==> src/rtl/core/sadc_pkg.sv <==
// shared types, constants and control structs of the sar adc channel converter
package sadc_pkg;

	localparam int unsigned CODE_W     = 16;
	localparam int unsigned RES_W      = 8;
	localparam int unsigned CMD_W      = 2;
	localparam int unsigned CHAN_W     = 3;
	localparam int unsigned PHASE_W    = 3;
	localparam int unsigned BITCNT_W   = 4;
	localparam int unsigned CFG_IDX_W  = 1;
	localparam int unsigned CFG_DATA_W = 16;
	localparam int unsigned DIV_STEP_W = 4;

	// command codes of an input word
	typedef logic [CMD_W-1:0] cmd_t;
	localparam cmd_t CMD_TICK  = 2'd0;
	localparam cmd_t CMD_ALE   = 2'd1;
	localparam cmd_t CMD_START = 2'd2;
	localparam cmd_t CMD_READ  = 2'd3;

	// configuration register indexes
	typedef logic [CFG_IDX_W-1:0] cfg_idx_t;
	localparam cfg_idx_t REG_REF_HIGH = 1'd0;
	localparam cfg_idx_t REG_REF_LOW  = 1'd1;

	localparam logic [CODE_W-1:0] REF_HIGH_RST = 16'hFFFF;
	localparam logic [CODE_W-1:0] REF_LOW_RST  = 16'h0000;

	// converter cycle positions
	localparam logic [PHASE_W-1:0] PHASE_SAMPLE = 3'd7;
	localparam logic [PHASE_W-1:0] PHASE_EOC    = 3'd0;

	// bit count just before the sampling step, and its saturation value
	localparam logic [BITCNT_W-1:0] BIT_LAST = 4'd7;
	localparam logic [BITCNT_W-1:0] BIT_SAT  = 4'd9;

	// divider sequence: one setup step, then one quotient bit per step
	localparam logic [DIV_STEP_W-1:0] DIV_LAST = 4'd8;

	typedef struct packed {
		logic accept;
		logic prep;
		logic iter;
		logic finish;
	} sadc_ctl_t;

	typedef struct packed {
		logic needs_div;
	} sadc_sts_t;

endpackage

==> src/rtl/core/sadc_item_if.sv <==
// input word channel and result word channel of the converter
interface sadc_item_if;
	import sadc_pkg::*;

	logic              valid;
	logic              ready;
	cmd_t              cmd;
	logic              pin_level;
	logic [CHAN_W-1:0] channel_addr;
	logic [CODE_W-1:0] sample_value;

	modport source (output valid, cmd, pin_level, channel_addr, sample_value, input ready);
	modport sink (input valid, cmd, pin_level, channel_addr, sample_value, output ready);
endinterface

interface sadc_result_if;
	import sadc_pkg::*;

	logic             valid;
	logic             ready;
	logic [RES_W-1:0] data_out;
	logic             eoc_level;
	logic             eoc_changed;

	modport source (output valid, data_out, eoc_level, eoc_changed, input ready);
	modport sink (input valid, data_out, eoc_level, eoc_changed, output ready);
endinterface

==> src/rtl/core/sar_adc_channel_converter.sv <==
// top level of the eight-channel eight-bit sar adc channel converter
// Each input word (converter tick, ALE write, START write or data read) yields
// one result word with the result register, the EOC pin level and an EOC change
// flag. The result of a word is valid in the cycle after the word is taken,
// except the tick that completes a conversion: it scales the sample against the
// reference registers with a restoring divider that makes one quotient bit a
// cycle; its result appears after one setup step and eight divider steps, the
// last of which loads the result register. The next input word is taken while
// a result waits only in the cycle the result is taken. The user must write
// ref_high and ref_low through the configuration port only while no word is in
// work; the block itself does not enforce this.
module sar_adc_channel_converter (
	input  logic                            clk,
	input  logic                            arst_n,
	sadc_item_if.sink                       item,
	sadc_result_if.source                   result,
	input  logic                            cfg_we,
	input  sadc_pkg::cfg_idx_t              cfg_index,
	input  logic [sadc_pkg::CFG_DATA_W-1:0] cfg_wdata
);
	import sadc_pkg::*;

	sadc_ctl_t ctl;
	sadc_sts_t sts;

	// handshake and sequencing
	sadc_ctrl u_ctrl (
		.clk          (clk),
		.arst_n       (arst_n),
		.item_valid   (item.valid),
		.item_ready   (item.ready),
		.result_valid (result.valid),
		.result_ready (result.ready),
		.ctl          (ctl),
		.sts          (sts)
	);

	// converter state and scaling
	sadc_dp u_dp (
		.clk          (clk),
		.arst_n       (arst_n),
		.ctl          (ctl),
		.sts          (sts),
		.cfg_we       (cfg_we),
		.cfg_index    (cfg_index),
		.cfg_wdata    (cfg_wdata),
		.cmd          (item.cmd),
		.pin_level    (item.pin_level),
		.sample_value (item.sample_value),
		.data_out     (result.data_out),
		.eoc_level    (result.eoc_level),
		.eoc_changed  (result.eoc_changed)
	);

endmodule

==> src/rtl/core/sadc_ctrl.sv <==
// controller: handshake, result valid and divider step sequencing
module sadc_ctrl (
	input  logic                clk,
	input  logic                arst_n,
	input  logic                item_valid,
	output logic                item_ready,
	output logic                result_valid,
	input  logic                result_ready,
	output sadc_pkg::sadc_ctl_t ctl,
	input  sadc_pkg::sadc_sts_t sts
);
	import sadc_pkg::*;

	typedef enum logic {
		ST_IDLE,
		ST_DIV
	} state_t;

	state_t                state_q;
	logic [DIV_STEP_W-1:0] step_q;
	logic                  out_valid_q;
	logic                  accept;

	// take a word when idle and the result slot is free or draining
	assign item_ready   = (state_q == ST_IDLE) && (!out_valid_q || result_ready);
	assign accept       = item_valid && item_ready;
	assign result_valid = out_valid_q;

	// commands to the datapath
	always_comb begin
		ctl.accept = accept;
		ctl.prep   = (state_q == ST_DIV) && (step_q == '0);
		ctl.iter   = (state_q == ST_DIV) && (step_q != '0);
		ctl.finish = (state_q == ST_DIV) && (step_q == DIV_LAST);
	end

	// state, step counter and result valid
	always_ff @(posedge clk or negedge arst_n) begin
		if (!arst_n) begin
			state_q     <= ST_IDLE;
			step_q      <= '0;
			out_valid_q <= 1'b0;
		end else begin
			unique case (state_q)
				ST_IDLE: begin
					if (accept) begin
						if (sts.needs_div) begin
							state_q     <= ST_DIV;
							step_q      <= '0;
							out_valid_q <= 1'b0;
						end else begin
							out_valid_q <= 1'b1;
						end
					end else if (result_ready) begin
						out_valid_q <= 1'b0;
					end
				end
				ST_DIV: begin
					step_q <= step_q + 1'b1;
					if (step_q == DIV_LAST) begin
						state_q     <= ST_IDLE;
						out_valid_q <= 1'b1;
					end
				end
			endcase
		end
	end

endmodule

==> src/rtl/core/sadc_dp.sv <==
// datapath: converter state, reference registers and the scaling divider
module sadc_dp (
	input  logic                                      clk,
	input  logic                                      arst_n,
	input  sadc_pkg::sadc_ctl_t                       ctl,
	output sadc_pkg::sadc_sts_t                       sts,
	input  logic                                      cfg_we,
	input  sadc_pkg::cfg_idx_t                        cfg_index,
	input  logic [sadc_pkg::CFG_DATA_W-1:0]           cfg_wdata,
	input  sadc_pkg::cmd_t                            cmd,
	input  logic                                      pin_level,
	input  logic [sadc_pkg::CODE_W-1:0]               sample_value,
	output logic [sadc_pkg::RES_W-1:0]                data_out,
	output logic                                      eoc_level,
	output logic                                      eoc_changed
);
	import sadc_pkg::*;

	localparam int unsigned NUM_W = CODE_W + RES_W;

	logic [CODE_W-1:0]   ref_high_q;
	logic [CODE_W-1:0]   ref_low_q;
	logic                start_prev_q;
	logic                eoc_pin_q;
	logic                eoc_pending_q;
	logic                eoc_changed_q;
	logic [RES_W-1:0]    result_q;
	logic [PHASE_W-1:0]  phase_q;
	logic [BITCNT_W-1:0] bit_count_q;

	logic [CODE_W-1:0]   diff_q;
	logic [CODE_W-1:0]   den_q;
	logic [CODE_W-1:0]   rem_q;
	logic [RES_W-1:0]    low_q;
	logic [RES_W-1:0]    quo_q;
	logic                zero_q;
	logic                ovf_q;

	logic                is_tick;
	logic                conv_slot;
	logic                eoc_update;
	logic [NUM_W-1:0]    num;
	logic [CODE_W:0]     trial;
	logic [CODE_W:0]     trial_sub;
	logic                trial_ge;
	logic [CODE_W-1:0]   rem_next;
	logic [RES_W-1:0]    quo_next;
	logic [RES_W-1:0]    final_q;

	// decode of the current word against the converter state
	assign is_tick       = (cmd == CMD_TICK);
	assign conv_slot     = is_tick && !start_prev_q && (phase_q == PHASE_SAMPLE);
	assign sts.needs_div = conv_slot && (bit_count_q == BIT_LAST);
	assign eoc_update    = is_tick && (phase_q == PHASE_EOC) && (eoc_pending_q != eoc_pin_q);

	// numerator 255 * diff as 256 * diff - diff
	assign num = {diff_q, {RES_W{1'b0}}} - {{RES_W{1'b0}}, diff_q};

	// one restoring division step
	assign trial     = {rem_q, low_q[RES_W-1]};
	assign trial_ge  = (trial >= {1'b0, den_q});
	assign trial_sub = trial - {1'b0, den_q};
	assign rem_next  = trial_ge ? trial_sub[CODE_W-1:0] : trial[CODE_W-1:0];
	assign quo_next  = {quo_q[RES_W-2:0], trial_ge};

	// saturate below and above the reference range
	assign final_q = zero_q ? '0 : (ovf_q ? '1 : quo_next);

	// architectural state
	always_ff @(posedge clk or negedge arst_n) begin
		if (!arst_n) begin
			ref_high_q    <= REF_HIGH_RST;
			ref_low_q     <= REF_LOW_RST;
			start_prev_q  <= 1'b0;
			eoc_pin_q     <= 1'b1;
			eoc_pending_q <= 1'b0;
			eoc_changed_q <= 1'b0;
			result_q      <= '0;
			phase_q       <= '0;
			bit_count_q   <= '0;
		end else begin
			if (cfg_we) begin
				unique case (cfg_index)
					REG_REF_HIGH: ref_high_q <= cfg_wdata;
					REG_REF_LOW:  ref_low_q  <= cfg_wdata;
				endcase
			end
			if (ctl.accept) begin
				eoc_changed_q <= eoc_update;
				unique case (cmd) inside
					CMD_TICK: begin
						if (conv_slot && (bit_count_q != BIT_SAT)) begin
							bit_count_q <= bit_count_q + 1'b1;
						end
						if (sts.needs_div) begin
							eoc_pending_q <= 1'b1;
						end
						if (eoc_update) begin
							eoc_pin_q <= eoc_pending_q;
						end
						phase_q <= phase_q + 1'b1;
					end
					CMD_START: begin
						if (!start_prev_q && pin_level) begin
							result_q    <= '0;
							bit_count_q <= '0;
						end else if (start_prev_q && !pin_level) begin
							eoc_pending_q <= 1'b0;
						end
						start_prev_q <= pin_level;
					end
					// the channel latch has no visible effect: the sample already
					// carries the selected channel
					CMD_ALE, CMD_READ: begin
					end
				endcase
			end
			if (ctl.finish) begin
				result_q <= final_q;
			end
		end
	end

	// divider operands and iteration registers
	always_ff @(posedge clk) begin
		if (ctl.accept) begin
			diff_q <= sample_value - ref_low_q;
			den_q  <= ref_high_q - ref_low_q;
			zero_q <= (ref_high_q <= ref_low_q) || (sample_value <= ref_low_q);
		end
		if (ctl.prep) begin
			rem_q <= num[NUM_W-1:RES_W];
			low_q <= num[RES_W-1:0];
			ovf_q <= (num[NUM_W-1:RES_W] >= den_q);
			quo_q <= '0;
		end else if (ctl.iter) begin
			rem_q <= rem_next;
			low_q <= {low_q[RES_W-2:0], 1'b0};
			quo_q <= quo_next;
		end
	end

	assign data_out    = result_q;
	assign eoc_level   = eoc_pin_q;
	assign eoc_changed = eoc_changed_q;

endmodule

==> src/flat_wrapper.sv <==
// flat-port wrapper written by rule: the top's interface ports become plain ports
module sar_adc_channel_converter_flat import sadc_pkg::*;
  (clk, arst_n, cfg_we, cfg_index, cfg_wdata, item_valid, item_cmd, item_pin_level, item_channel_addr, item_sample_value, item_ready, result_valid, result_data_out, result_eoc_level, result_eoc_changed, result_ready);
  sadc_item_if item_i ();
  sadc_result_if result_i ();
  input  logic clk;
  input  logic arst_n;
  input  logic cfg_we;
  input  sadc_pkg::cfg_idx_t cfg_index;
  input  logic [sadc_pkg::CFG_DATA_W-1:0] cfg_wdata;
  input wire logic [$bits(item_i.valid)-1:0] item_valid;
  input wire logic [$bits(item_i.cmd)-1:0] item_cmd;
  input wire logic [$bits(item_i.pin_level)-1:0] item_pin_level;
  input wire logic [$bits(item_i.channel_addr)-1:0] item_channel_addr;
  input wire logic [$bits(item_i.sample_value)-1:0] item_sample_value;
  output wire logic [$bits(item_i.ready)-1:0] item_ready;
  output wire logic [$bits(result_i.valid)-1:0] result_valid;
  output wire logic [$bits(result_i.data_out)-1:0] result_data_out;
  output wire logic [$bits(result_i.eoc_level)-1:0] result_eoc_level;
  output wire logic [$bits(result_i.eoc_changed)-1:0] result_eoc_changed;
  input wire logic [$bits(result_i.ready)-1:0] result_ready;
  assign item_i.valid = item_valid;
  assign item_i.cmd = item_cmd;
  assign item_i.pin_level = item_pin_level;
  assign item_i.channel_addr = item_channel_addr;
  assign item_i.sample_value = item_sample_value;
  assign item_ready = item_i.ready;
  assign result_valid = result_i.valid;
  assign result_data_out = result_i.data_out;
  assign result_eoc_level = result_i.eoc_level;
  assign result_eoc_changed = result_i.eoc_changed;
  assign result_i.ready = result_ready;
  sar_adc_channel_converter u_core (.clk(clk), .arst_n(arst_n), .item(item_i), .result(result_i), .cfg_we(cfg_we), .cfg_index(cfg_index), .cfg_wdata(cfg_wdata));
endmodule
==> config.mk <==
export PLATFORM = sky130hd
export DESIGN_NAME = sar_adc_channel_converter_flat
export DESIGN_NICKNAME = d
export VERILOG_FILES = /design/src/rtl/core/sadc_pkg.sv /design/src/rtl/core/sadc_item_if.sv /design/src/rtl/core/sar_adc_channel_converter.sv /design/src/rtl/core/sadc_ctrl.sv /design/src/rtl/core/sadc_dp.sv /design/src/flat_wrapper.sv
export SDC_FILE = /design/constraint.sdc
export NUM_CORES = 1
export LEC_CHECK = 0
export ABC_AREA = 1
export BUFFER_PORTS_ARGS = -buffer_cell sky130_fd_sc_hd__buf_4
export CAP_MARGIN = 20
export CORE_MARGIN = 3
export CORE_UTILIZATION = 50
export DETAILED_ROUTE_END_ITERATION = 16
export GPL_ROUTABILITY_DRIVEN = 0
export PLACE_DENSITY = 0.68
export SYNTH_ARGS = -nofsm -noshare
export SYNTH_HDL_FRONTEND = slang
export SYNTH_SLANG_ARGS = --single-unit
==> constraint.sdc <==
create_clock -name clk -period 4.5 [get_ports clk]
set_input_delay 0.225 -clock clk [delete_from_list [all_inputs] [get_ports clk]]
set_output_delay 0.225 -clock clk [all_outputs]
set_load 0.01 [all_outputs]
=== Word level (Yosys, flattened, before mapping) ===
Cells that the tools add are included.
W data, S select, Z words.

* Word-level logic and storage cells: 114
* Flip-flop bits (word level): 122
* Output and inout bits: 12

* $lt $le $gt $ge: 4
* Multiplexer cells: 30
* Add/subtract/negate cells: 7
* Reductions and logical operators: 37
* Equality and inequality tests: 15
* Bitwise operators: 2

{| class="wikitable"
|+ Operators with widths
! kind !! count
|-
| $mux W8 || 8
|-
| $mux W16 || 3
|-
| $sub A16 B16 Y16 || 3
|-
| $le A16 B16 Y1 || 2
|-
| $sub A24 B16 Y24 || 1
|-
| $ge A17 B16 Y1 || 1
|-
| $ge A16 B16 Y1 || 1
|-
| $mux W4 || 4
|-
| $pmux W4 S2 || 2
|-
| $logic_and A1 B1 Y1 || 13
|-
| $ne A2 B1 Y1 const B || 6
|-
| $reduce_and A2 Y1 || 6
|-
| $mux W1 || 10
|-
| $reduce_bool A2 Y1 || 5
|-
| $add A4 B1 Y4 const B || 2
|-
| $pmux W1 S2 || 3
|-
| $reduce_and A3 Y1 || 2
|-
| $reduce_and A5 Y1 || 1
|-
| $eq A4 B3 Y1 const B || 1
|-
| $eq A4 B4 Y1 const B || 1
|-
| $logic_not A4 Y1 || 1
|-
| $ne A2 B2 Y1 const B || 2
|-
| $ne A4 B4 Y1 const B || 1
|-
| $reduce_and A4 Y1 || 1
|-
| 11 further kinds || 15
|}

=== Depth between registers and ports, before layout ===
Gate-level depths: netlist (run 1).

* Depth in word-level cells: 7
* Gate-level depth with buffers: 19

=== Modules after synthesis ===
Synthesis (run 1) repeated with hierarchy kept, for this count alone.

* Cell total of the unflattened synthesis: 1229
* Area total of the unflattened synthesis: 9131.3 µm²

{| class="wikitable"
|+ Modules (own cells, without submodules)
! module !! sequential area each (µm²) !! area an instance (µm²) !! cells an instance !! instances
|-
| sadc_dp || 3179.3 || 8708.4 || 1175 || 1
|-
| sadc_ctrl || 150.1 || 422.9 || 54 || 1
|}

=== Worst setup path before layout (run 1) ===
No wires, ideal clock.

* Path kind: flip-flop to flip-flop
* Start point: register u_core.u_dp.diff_q[4]
* End point: register u_core.u_dp.ovf_q (data pin)
* Setup slack: 2007 ps
* Buffers on the path: 0
* Data arrival time: 2232 ps
* Stages on the path, launching flop included: 19
* Data required time: 4239 ps
* Cell sequence: edfxtp_1 ha_1 nand2_1 nand2_1 inv_1 o21ai_0 inv_1 nand2_1 nand2_1 nand3_1 nand2_1 and2_1 ha_1 nand2_1 inv_1 nand3_1 inv_1 a21oi_1 nand3_1

* Word-level cells in the longest chain between the ends: 2

{| class="wikitable"
|+ RTL lines
! element !! line !! RTL
|-
| start, declared || sadc_dp.sv:31 || <nowiki>logic [CODE_W-1:0] diff_q;</nowiki>
|-
| start signal, assigned || sadc_dp.sv:127 || <nowiki>diff_q <= sample_value - ref_low_q;</nowiki>
|-
| $sub A24 B16 Y24 || sadc_dp.sv:57 || <nowiki>assign num = {diff_q, {RES_W{1'b0}}} - {{RES_W{1'b0}}, diff_q};</nowiki>
|-
| $ge A16 B16 Y1 || sadc_dp.sv:134 || <nowiki>ovf_q <= (num[NUM_W-1:RES_W] >= den_q);</nowiki>
|-
| end signal, assigned || sadc_dp.sv:134 ||
|-
| end, declared || sadc_dp.sv:37 || <nowiki>logic ovf_q;</nowiki>
|}

Every way passes these cells.
A chain may end at the register's enable or synchronous reset.

=== Worst setup path after layout (run 1) ===
Ends and elaborated chain as after synthesis.

==> results of run 1 <==
-- layer usage --
layer | GRT usage | wire, um | part of all wire | vias to the layer above
met5 | 0 | 0 | 0 | -
met4 | 0.0847 | 537 | 0.027 | 0
met3 | 0.0413 | 726 | 0.037 | 41
met2 | 0.337 | 8880 | 0.45 | 140
met1 | 0.284 | 9710 | 0.49 | 3378
li1 | - | - | - | 4011
-- kinds of logic after synthesis --
logic type               synth area share
buffers and inverters               0.101
AND/OR/NAND/NOR                     0.267
AO/OA/AOI/OAI                      0.0984
XOR/XNOR                           0.0448
flip-flops                          0.370
multiplexers                      0.00111
adder cells (fa/ha/maj)             0.118
-- worst reg2reg max path, stage by stage, from the launching register on --
cell	delay, ns
edfxtp_1	0.47
ha_1	0.41
nand2_1	0.07
nand2_1	0.09
inv_1	0.08
o21ai_0	0.27
inv_1	0.10
nand2_1	0.07
nand2_1	0.06
nand3_1	0.07
nand2_1	0.07
and2_1	0.14
ha_1	0.29
nand2_1	0.07
inv_1	0.05
nand3_1	0.08
nor3_1	0.21
nand3_1	0.10
nand3_1	0.11
-- cell usage in the layout (no fill, tap or decap), drive strengths merged, types with 40 or more instances in the layout --
cell,instances
nand3,103
nor2,82
nand2,323
inv,220
edfxtp,58
dfrtp,40
ha,80
buf,53
o21ai,83
a21oi,55
-- cell type report --
type | instances | area [um2]
clock inverter | 13 | 114
clock buffer | 19 | 454
multi-input combinational | 849 | 4760
sequential | 122 | 3330
inverter | 215 | 807
tap | 225 | 282
timing repair buffer | 54 | 408
fill | 1619 | 7330
-- cell usage after synthesis (8+ instances only) --
| cell type | number |
|---|---|
| nand2_1 | 315 |
| inv_1 | 213 |
| nand3_1 | 102 |
| ha_1 | 80 |
| nor2_1 | 78 |
| o21ai_0 | 78 |
| edfxtp_1 | 58 |
| a21oi_1 | 52 |
| dfrtp_1 | 40 |
| xor2_1 | 30 |
| dfstp_2 | 17 |
| xnor2_1 | 16 |
| nand4_1 | 14 |
| and2_1 | 10 |
| clkbuf_1 | 8 |
| o22ai_1 | 8 |
-- worst paths after layout --
| check | startpoint | endpoint | slack [ns] | cells after the start |
|---|---|---|---|---|
| worst min-delay path | cfg_wdata[11] | u_core.u_dp.ref_high_q[11]$_DFFE_PN1P_ | 0.03 | 3 |
| worst max register to register | u_core.u_dp.diff_q[4]$_DFFE_PP_ | u_core.u_dp.ovf_q$_DFFE_PP_ | 1.58 | 18 |
| max in group asynchronous | arst_n | u_core.u_dp.ref_low_q[3]$_DFFE_PN0P_ | 3.59 | 2 |
| worst max-delay path | u_core.u_dp.diff_q[4]$_DFFE_PP_ | u_core.u_dp.ovf_q$_DFFE_PP_ | 1.58 | 18 |
| min in group asynchronous | arst_n | u_core.u_dp.data_out[0]$_DFFE_PN0P_ | 0.40 | 2 |
| worst min register to register | u_core.u_dp.quo_q[6]$_SDFFE_PP0P_ | u_core.u_dp.quo_q[6]$_SDFFE_PP0P_ | 0.47 | 2 |
-- metrics by stage --
step	cell area [um2]	setup slack [ns]	utilization	power, mW	hold slack (ns)
detailed placement	9570	1.60	0.548	3.17	0.315
global placement	9570	1.61	0.548	3.15	0.316
CTS	10100	1.59	0.581	4.51	0.0203
floorplan	8990	2.01	-	2.76	-0.0706
global route	10100	1.16	0.581	4.85	0.0351
finish	10100	1.58	0.581	4.49	0.0311
-- flip-flops by register name, summed over array words and instances, names as in the netlist --
signal and flops:
u_core.u_ctrl.step_q 4, u_core.u_ctrl.state_q 1, u_core.u_dp.diff_q 16, u_core.u_dp.ref_low_q 16, u_core.u_dp.bit_count_q 4, u_core.u_dp.den_q 16
u_core.u_dp.ref_high_q 16, u_core.u_dp.eoc_level 1, u_core.u_dp.phase_q 3, u_core.u_dp.zero_q 1, u_core.u_dp.ovf_q 1, u_core.u_ctrl.result_valid 1
u_core.u_dp.low_q 8, u_core.u_dp.rem_q 16, u_core.u_dp.start_prev_q 1, u_core.u_dp.eoc_changed 1, u_core.u_dp.quo_q 7, u_core.u_dp.eoc_pending_q 1
u_core.u_dp.data_out 8
-- power by group --
group | switching (mW) | internal (mW) | total [mW] | leakage [nW]
combinational | 1.04 | 0.640 | 1.68 | 3.65
clock | 0.526 | 0.793 | 1.32 | 0.280
sequential | 0.105 | 1.39 | 1.50 | 1.27
total | 1.67 | 2.82 | 4.49 | 5.20
-- repair_timing --
| action | in CTS | in global routing |
|---|---|---|
| gates resized for setup | 0 | 0 |
| hold buffers | 1 | 0 |
| setup endpoints to repair | 0 | 0 |
| endpoints found under the hold margin | 40 | 0 |
==> impl_metrics.env, run 1 <==
export IMPL_cp_common_cell="nand2_1"
export IMPL_grt_pass1_wl_um=34000
export IMPL_ys_seq_area_frac=0.370
export IMPL_critical_path_class="reg -> reg"
export IMPL_die_height_um=140
export IMPL_rsz0062_at_grt="false"
export IMPL_required_ns=4.79
export IMPL_fmax_mhz=342
export IMPL_cts_htree_levels=4
export IMPL_clock_skew_ns=0.0130
export IMPL_clock_sinks=122
export IMPL_dp_hpwl_um=15600
export IMPL_setup_viol=0
export IMPL_portBuffers=52
export IMPL_synth_seq_cells=122
export IMPL_synth_distinct_cells=46
export IMPL_cp_start_kind="flip-flop"
export IMPL_hold_viol_final=0
export IMPL_yosys_top_cells_area="edfxtp_1 19%, nand2_1 13%, dfrtp_1 11%"
export IMPL_finalCriticalPeriod_ns=2.92
export IMPL_design_die_area_mm2=0.0196
export IMPL_synth_edf_count=58
export IMPL_initial_core_util=0.515
export IMPL_tightest_slew_ns=0.894
export IMPL_drcViolationCount=0
export IMPL_vias=7570
export IMPL_drtIter0Drc=419
export IMPL_area_growth_pct=12.9
export IMPL_crit_fanout=4
export IMPL_syn_area_mm2=0.00899
export IMPL_path_buf_inv=3
export IMPL_period_share=0.650
export IMPL_avgSynthCellArea_um2=7.48
export IMPL_drive_above_1_share=0.0967
export IMPL_synth_warnings=0
export IMPL_cellPowerDensity_mw_per_mm2=443
export IMPL_endpoint_kind="flip-flop"
export IMPL_cts_setup_buffers=0
export IMPL_tns_ns=0
export IMPL_synth_top_cell_by_area="edfxtp_1"
export IMPL_grt_total_usage=0.211
export IMPL_synthArstFlopShare=0.467
export IMPL_synth_flop_cell="edfxtp_1"
export IMPL_post_drt_wl_per_cell_um=13.3
export IMPL_status="completed"
export IMPL_cts_buffers=17
export IMPL_hp_class="in -> reg"
export IMPL_cp_arrival_ns=3.22
export IMPL_place_inst=1464
export IMPL_final_nets=1386
export IMPL_maxCapViolations=0
export IMPL_die_w_um=140
export IMPL_via_per_inst=5.06
export IMPL_clockBufferDepth=2
export IMPL_slowest_delay_ns=0.47
export IMPL_grt_max_degree=58
export IMPL_leakage_nw=5.20
export IMPL_path_cells="ha_1 -> nand2_1 -> nand2_1 -> inv_1 -> o21ai_0 -> inv_1 -> nand2_1 -> nand2_1 -> nand3_1 -> nand2_1 -> and2_1 -> ha_1 -> nand2_1 -> inv_1 -> nand3_1 -> nor3_1 -> nand3_1 -> nand3_1"
export IMPL_synth_fp_nets=1329
export IMPL_clk_latency_ns=0.43
export IMPL_yosysTopAreaCellShare=0.194
export IMPL_cts_root_buf="clkbuf_16"
export IMPL_grt_overflow=0
export IMPL_num_rows=48
export IMPL_coreArea_mm2=0.0175
export IMPL_cp_slowest_cell="edfxtp_1"
export IMPL_grt_pass1_vias=7354
export IMPL_path_clk_slew_ns=0.06
export IMPL_detail_route_antenna_nets=0
export IMPL_wl_um=19900
export IMPL_antenna_found_initial=0
export IMPL_syn_inst=1202
export IMPL_drt_pass1_iterations=4
export IMPL_final_cells=1497
export IMPL_diodes=0
export IMPL_peakVddDrop_v=0.000299
export IMPL_crit_family="simple AND/OR/NAND/NOR gates"
export IMPL_finalMaxSlewViolations=0
export IMPL_tritoncts="done"
export IMPL_maxSlewHeadroom=0.402
export IMPL_ios=56
Note: power is estimated with default switching activity, not from simulation.
==> run 2: changes to the inputs <==
Settings changed: ABC_AREA 1 to 0.
Clock period 4.5 ns to 2.97 ns, I/O delays scaled along.
==> run 2 against run 1 <==
Against the previous run:
- the run now ends with setup timing left
- count of clock-buffer cells in the layout down 1
- critical path depth down 2
- critical path type unchanged
- worst hold slack better by 0.055 ns
- highest routed layer unchanged
- cell count down 19%
==> impl_metrics.env, run 2 <==
export IMPL_cts_buffers=17
export IMPL_wl_met1_um=8750
export IMPL_critical_path_class="reg -> reg"
export IMPL_synth_seq_cells=122
export IMPL_finalCriticalPeriod_ns=3.30
export IMPL_cp_endpoint="u_core.u_dp.ovf_q$_DFFE_PP_"
export IMPL_mostFrequentLayoutCells="131 x buf_4, 77 x ha_1, 73 x inv_1"
export IMPL_leakage_nw=4.74
export IMPL_clk_latency_ns=0.42
export IMPL_final_nets=1110
export IMPL_cp_slowest_cell="edfxtp_1"
export IMPL_die_height_um=135
export IMPL_hold_viol_final=0
export IMPL_vias=6516
export IMPL_path_cells="buf_6 -> buf_4 -> inv_4 -> ha_4 -> nor2b_4 -> nand2_2 -> or3_4 -> xor2_2 -> ha_1 -> nand2b_4 -> a21o_1 -> a21o_1 -> a211o_1 -> o2111ai_2 -> a211o_1 -> nand2_1"
export IMPL_cellPowerDensity_mw_per_mm2=735
export IMPL_drtIter0Drc=337
export IMPL_synth_flop_cell="edfxtp_1"
export IMPL_cts_htree_levels=4
export IMPL_synth_most_common_cell="ha_1"
export IMPL_grt_pass1_vias=6407
export IMPL_post_drt_wl_per_cell_um=15.1
export IMPL_cp_arrival_ns=3.48
export IMPL_cp_start_kind="flip-flop"
export IMPL_design_die_area_mm2=0.0182
export IMPL_crit_fanout=3
export IMPL_tritoncts="done"
export IMPL_diodes=0
export IMPL_coreArea_mm2=0.0161
export IMPL_path_buf_inv=3
export IMPL_final_cells=1212
export IMPL_synth_fp_nets=958
export IMPL_crit_start="u_core.u_dp.diff_q[0]$_DFFE_PP_"
export IMPL_wl_um=18200
export IMPL_fill_cells=1262
export IMPL_grt_total_usage=0.205
export IMPL_grt_pass1_wl_um=30200
export IMPL_ios=56
export IMPL_antenna_found_initial=0
export IMPL_fin_total_pwr_mw=7.66
export IMPL_required_ns=3.15
export IMPL_hp_class="in -> reg"
export IMPL_yosysTopAreaCellShare=0.209
export IMPL_wl_met3_um=566
export IMPL_synth_warnings=0
export IMPL_finalMaxSlewViolations=0
export IMPL_initial_core_util=0.518
export IMPL_rsz0062_at_grt="true"
export IMPL_r2r_setup_slack_ns=-0.33
export IMPL_final_common_cell="buf_4"
export IMPL_grt_max_degree=58
export IMPL_clock_skew_ns=0.00729
export IMPL_fin_ws_ns=-0.330
export IMPL_highest_layer="met4"
export IMPL_maxCapViolations=0
export IMPL_r2r_worst_path_cells=16
export IMPL_clockBufferDepth=2
export IMPL_via_per_inst=5.38
export IMPL_drcViolationCount=0
export IMPL_area_growth_pct=25.3
export IMPL_cts_root_buf="clkbuf_16"
export IMPL_fmax_mhz=303
export IMPL_drt_pass1_iterations=4
export IMPL_syn_area_mm2=0.00832
export IMPL_synth_edf_count=58
export IMPL_cp_num_cells=16
export IMPL_tns_ns=-0.330
export IMPL_setup_viol=1
export IMPL_violations="setup timing"
export IMPL_grt_overflow=0
export IMPL_period_share=1.11
export IMPL_place_inst=1140
export IMPL_slowest_delay_ns=0.48
export IMPL_avgSynthCellArea_um2=10.0
export IMPL_route_met2_wl_um=8510
export IMPL_endpoint_kind="flip-flop"
export IMPL_r2r_start="u_core.u_dp.diff_q[0]$_DFFE_PP_"
export IMPL_synth_commonest_cells="80 x ha_1, 75 x inv_1, 61 x nor2_1"
export IMPL_die_w_um=135
export IMPL_drive_above_1_share=0.264
export IMPL_maxSlewHeadroom=0.486
export IMPL_peakVddDrop_v=0.000576
export IMPL_status="complete, but fails checks"
export IMPL_synthArstFlopShare=0.467
export IMPL_path_clk_slew_ns=0.06
export IMPL_portBuffers=52
export IMPL_tightest_slew_ns=0.771
export IMPL_clock_sinks=122
export IMPL_num_rows=46
export IMPL_dp_hpwl_um=13400
export IMPL_detail_route_antenna_nets=0
export IMPL_ys_seq_area_frac=0.400
export IMPL_crit_family="simple AND/OR/NAND/NOR gates"
export IMPL_syn_inst=831
export IMPL_reg2reg_to="u_core.u_dp.ovf_q$_DFFE_PP_"
export IMPL_synth_distinct_cells=73
export IMPL_yosys_top_cells_area="edfxtp_1 21%, dfrtp_1 12%, ha_1 12%"
export IMPL_synth_top_cell_by_area="edfxtp_1"
[run 2: worst min-delay path, delay by kind of cell]
| family | cells | cell delay, ns |
|---|---|---|
| AND/OR/NAND/NOR | 2 | 0.17 |
| multiplexers | 1 | 0.06 |
| buffers and inverters | 1 | 0.09 |
[run 2: power breakdown]
group	internal (mW)	switching, mW	leakage [nW]
registers	2.14	0.148	1.26
logic	1.64	1.66	3.19
clock network	1.28	0.783	0.295
total	5.07	2.59	4.74
[run 2: cell families (layout without fill, tap and decap cells)]
kind of cell | after synthesis | count (layout) | synth area share
mux | 56 | 56 | 0.0737
flops | 122 | 122 | 0.400
simple gates | 232 | 232 | 0.141
xor+xnor | 57 | 57 | 0.0618
buf+inv | 92 | 257 | 0.0429
fa+ha+maj | 83 | 83 | 0.128
compound gates | 189 | 189 | 0.153
[run 2: stage by stage]
step / cell area [um2] / worst slack, ns / util / hold WS (ns)
6_report: 10400 / -0.330 / 0.649 / 0.0862
2_1_floorplan: 8330 / -0.185 / - / -0.147
3_3_place_gp: 9360 / -0.239 / 0.583 / 0.246
3_5_place_dp: 9360 / -0.392 / 0.583 / 0.248
5_1_grt: 10400 / -0.426 / 0.649 / 0.145
4_1_cts: 10200 / -0.299 / 0.638 / 0.0752
[run 2: how the worst min path moves through the flow]
stage                            from                                     end  depth (start not counted)
after floorplan                arst_n  u_core.u_ctrl.result_valid$_DFFE_PN0P_                          0
after detailed placement       arst_n      u_core.u_dp.phase_q[0]$_DFFE_PN0P_                          1
final                     item_cmd[1]  u_core.u_dp.bit_count_q[0]$_DFFE_PN0P_                          4
after global routing      item_cmd[1]  u_core.u_dp.bit_count_q[0]$_DFFE_PN0P_                          4
after global placement         arst_n      u_core.u_dp.phase_q[1]$_DFFE_PN0P_                          1
after CTS                 item_cmd[1]  u_core.u_dp.bit_count_q[0]$_DFFE_PN0P_                          4
[run 2: layout make-up]
class,count,area (um2),share of cell area
Clock inverter,14,145,0.0139
Sequential cell,122,3330,0.319
Inverter,75,284,0.0272
Multi-Input combinational cell,617,4770,0.458
Timing Repair Buffer,150,1170,0.113
Tap cell,216,270,0.0259
Clock buffer,18,450,0.0432
[run 2: per-layer routing]
| layer | track usage | up-vias |
|---|---|---|
| met5 | 0 | - |
| met4 | 0.0661 | 0 |
| met3 | 0.0425 | 35 |
| met2 | 0.329 | 107 |
| met1 | 0.280 | 3069 |
| li1 | - | 3305 |
[run 2: repair_timing]
| item | CTS | global route |
|---|---|---|
| endpoints found under the setup margin | 1 | 3 |
| hold buffers | 18 | 0 |
| hold endpoints to repair | 74 | 0 |
| resized for setup | 4 | 21 |
| gates cloned | 0 | 0 |
| setup buffers | 13 | 9 |
| pin swaps | 8 | 21 |
==> run 3: changes to the inputs <==
Clock period 2.97 ns to 3.3 ns, I/O delays scaled along.
==> run 3 against run 2 <==
Against the previous run:
- power shrank 14%
- final area shrank 4.1%
- worst setup slack gained 0.26 ns
- critical path type unchanged
- flip-flop and latch count is the same
- count of clock-buffer cells in the layout grew 3
- the flow still finishes with violations (setup timing)
==> impl_metrics.env, run 3 (synthesis gave the netlist of run 2 again) <==
export IMPL_coreArea_mm2=0.0161
export IMPL_antenna_found_initial=0
export IMPL_diodes=0
export IMPL_place_inst=1109
export IMPL_drtIter0Drc=295
export IMPL_clockBufferDepth=2
export IMPL_finalMaxSlewViolations=0
export IMPL_area_growth_pct=20.2
export IMPL_tritoncts="done"
export IMPL_path_cells="inv_2 -> ha_1 -> a21o_1 -> a21oi_2 -> o211ai_1 -> a41o_1 -> or4_4 -> xnor2_2 -> ha_1 -> a21o_1 -> a21o_1 -> a211oi_2 -> nand2_1"
export IMPL_initial_core_util=0.518
export IMPL_die_w_um=135
export IMPL_cts_buffers=17
export IMPL_post_route_util=0.622
export IMPL_required_ns=3.47
export IMPL_cp_common_cell="a21o_1"
export IMPL_critical_path_class="reg -> reg"
export IMPL_maxSlewHeadroom=0.469
export IMPL_finalCriticalPeriod_ns=3.37
export IMPL_r2r_setup_slack_ns=-0.07
export IMPL_drt_pass1_iterations=5
export IMPL_path_clk_slew_ns=0.06
export IMPL_fmax_mhz=297
export IMPL_cp_arrival_ns=3.54
export IMPL_fin_ws_ns=-0.0677
export IMPL_cts_htree_levels=4
export IMPL_grt_max_degree=58
export IMPL_cellPowerDensity_mw_per_mm2=657
export IMPL_drive_above_1_share=0.216
export IMPL_endpoint_kind="flip-flop"
export IMPL_die_height_um=135
export IMPL_grt_overflow=0
export IMPL_period_share=1.02
export IMPL_vias=6285
export IMPL_rsz0062_at_grt="true"
export IMPL_cts_root_buf="clkbuf_16"
export IMPL_cp_start_kind="flip-flop"
export IMPL_violations="setup timing"
export IMPL_grt_pass1_vias=6172
export IMPL_clock_sinks=122
export IMPL_fill_cells=1317
export IMPL_drcViolationCount=0
export IMPL_wl_um=17100
export IMPL_dp_hpwl_um=13000
export IMPL_mostFrequentLayoutCells="85 x buf_4, 79 x ha_1, 74 x inv_1"
export IMPL_slowest_delay_ns=0.44
export IMPL_final_common_cell="buf_4"
export IMPL_crit_fanout=4
export IMPL_hold_viol_final=0
export IMPL_cp_slowest_cell="or4_4"
export IMPL_final_cells=1165
export IMPL_status="complete, but fails checks"
export IMPL_holdWs_ns=0.123
export IMPL_tightest_slew_ns=0.796
export IMPL_hp_class="in -> reg"
export IMPL_final_nets=1063
export IMPL_grt_total_usage=0.194
export IMPL_setup_viol=1
export IMPL_maxCapViolations=0
export IMPL_num_rows=46
export IMPL_portBuffers=52
export IMPL_detail_route_antenna_nets=0
export IMPL_ios=56
export IMPL_clk_latency_ns=0.42
export IMPL_grt_pass1_wl_um=28600
export IMPL_via_per_inst=5.39
export IMPL_leakage_nw=4.51
export IMPL_clock_skew_ns=0.0123
export IMPL_post_drt_wl_per_cell_um=14.7
export IMPL_design_die_area_mm2=0.0182
export IMPL_peakVddDrop_v=0.000445
## run 3: layer usage
metal | part of all wire | GRT usage
met5 | 0 | 0
met4 | 0.021 | 0.0627
met3 | 0.032 | 0.0399
met2 | 0.46 | 0.310
met1 | 0.49 | 0.266
## run 3: per-stage QoR
| stage | worst slack (ns) | cell area [um2] | total power [mW] | setup TNS (ns) |
|---|---|---|---|---|
| floorplan | 0.0177 | 8320 | 3.97 | 0 |
| CTS | 0.000972 | 9920 | 6.54 | 0 |
| detailed placement | -0.00825 | 9100 | 4.61 | -0.00825 |
| finish | -0.0677 | 9990 | 6.57 | -0.0677 |
| global placement | 0.0181 | 9100 | 4.56 | 0 |
| global route | -0.200 | 9990 | 7.05 | -0.200 |
## run 3: critical path, delay by kind of cell (launching register included)
family | cells | cell delay [ns]
and+or+nand+nor | 2 | 0.51
AOI/OAI and AO/OA | 7 | 1.40
DFF | 1 | 0.40
xor gates and xnor gates | 1 | 0.15
buffers and inverters | 1 | 0.10
adders and majority gates | 2 | 0.55
## run 3: layout make-up
cell class / count / area, um2 / share of cell area
Clock buffer: 21 / 503 / 0.0503
Clock inverter: 11 / 108 / 0.0108
Inverter: 75 / 282 / 0.0282
Multi-Input combinational cell: 617 / 4680 / 0.469
Sequential cell: 122 / 3330 / 0.333
Tap cell: 216 / 270 / 0.0270
Timing Repair Buffer: 103 / 818 / 0.0819
## run 3: worst paths after layout
| check | startpoint | to | cells past startpoint |
|---|---|---|---|
| min in group asynchronous | arst_n | u_core.u_dp.data_out[7]$_DFFE_PN0P_ | 2 |
| worst max register to register | u_core.u_dp.diff_q[9]$_DFFE_PP_ | u_core.u_dp.ovf_q$_DFFE_PP_ | 13 |
| worst max-delay path | u_core.u_dp.diff_q[9]$_DFFE_PP_ | u_core.u_dp.ovf_q$_DFFE_PP_ | 13 |
| worst min-delay path | item_cmd[1] | u_core.u_dp.bit_count_q[0]$_DFFE_PN0P_ | 4 |
| worst min register to register | u_core.u_dp.eoc_changed$_DFFE_PN0P_ | u_core.u_dp.eoc_changed$_DFFE_PN0P_ | 1 |
| max in group asynchronous | arst_n | u_core.u_dp.ref_low_q[6]$_DFFE_PN0P_ | 2 |
## run 3: power by group
group	switching (mW)	leakage (nW)	total, mW	internal (mW)
Combinational	1.38	2.94	2.63	1.26
Clock	0.702	0.300	1.87	1.17
Sequential	0.134	1.26	2.06	1.93
Total	2.21	4.51	6.57	4.35
## run 3: repair_timing
item                                    CTS  global route
resized for setup                         2             8
endpoints found under the setup margin    1             1
pin swaps                                 2            10
setup buffers                             2             4
hold endpoints to repair                 74             0
hold buffers                             18             0
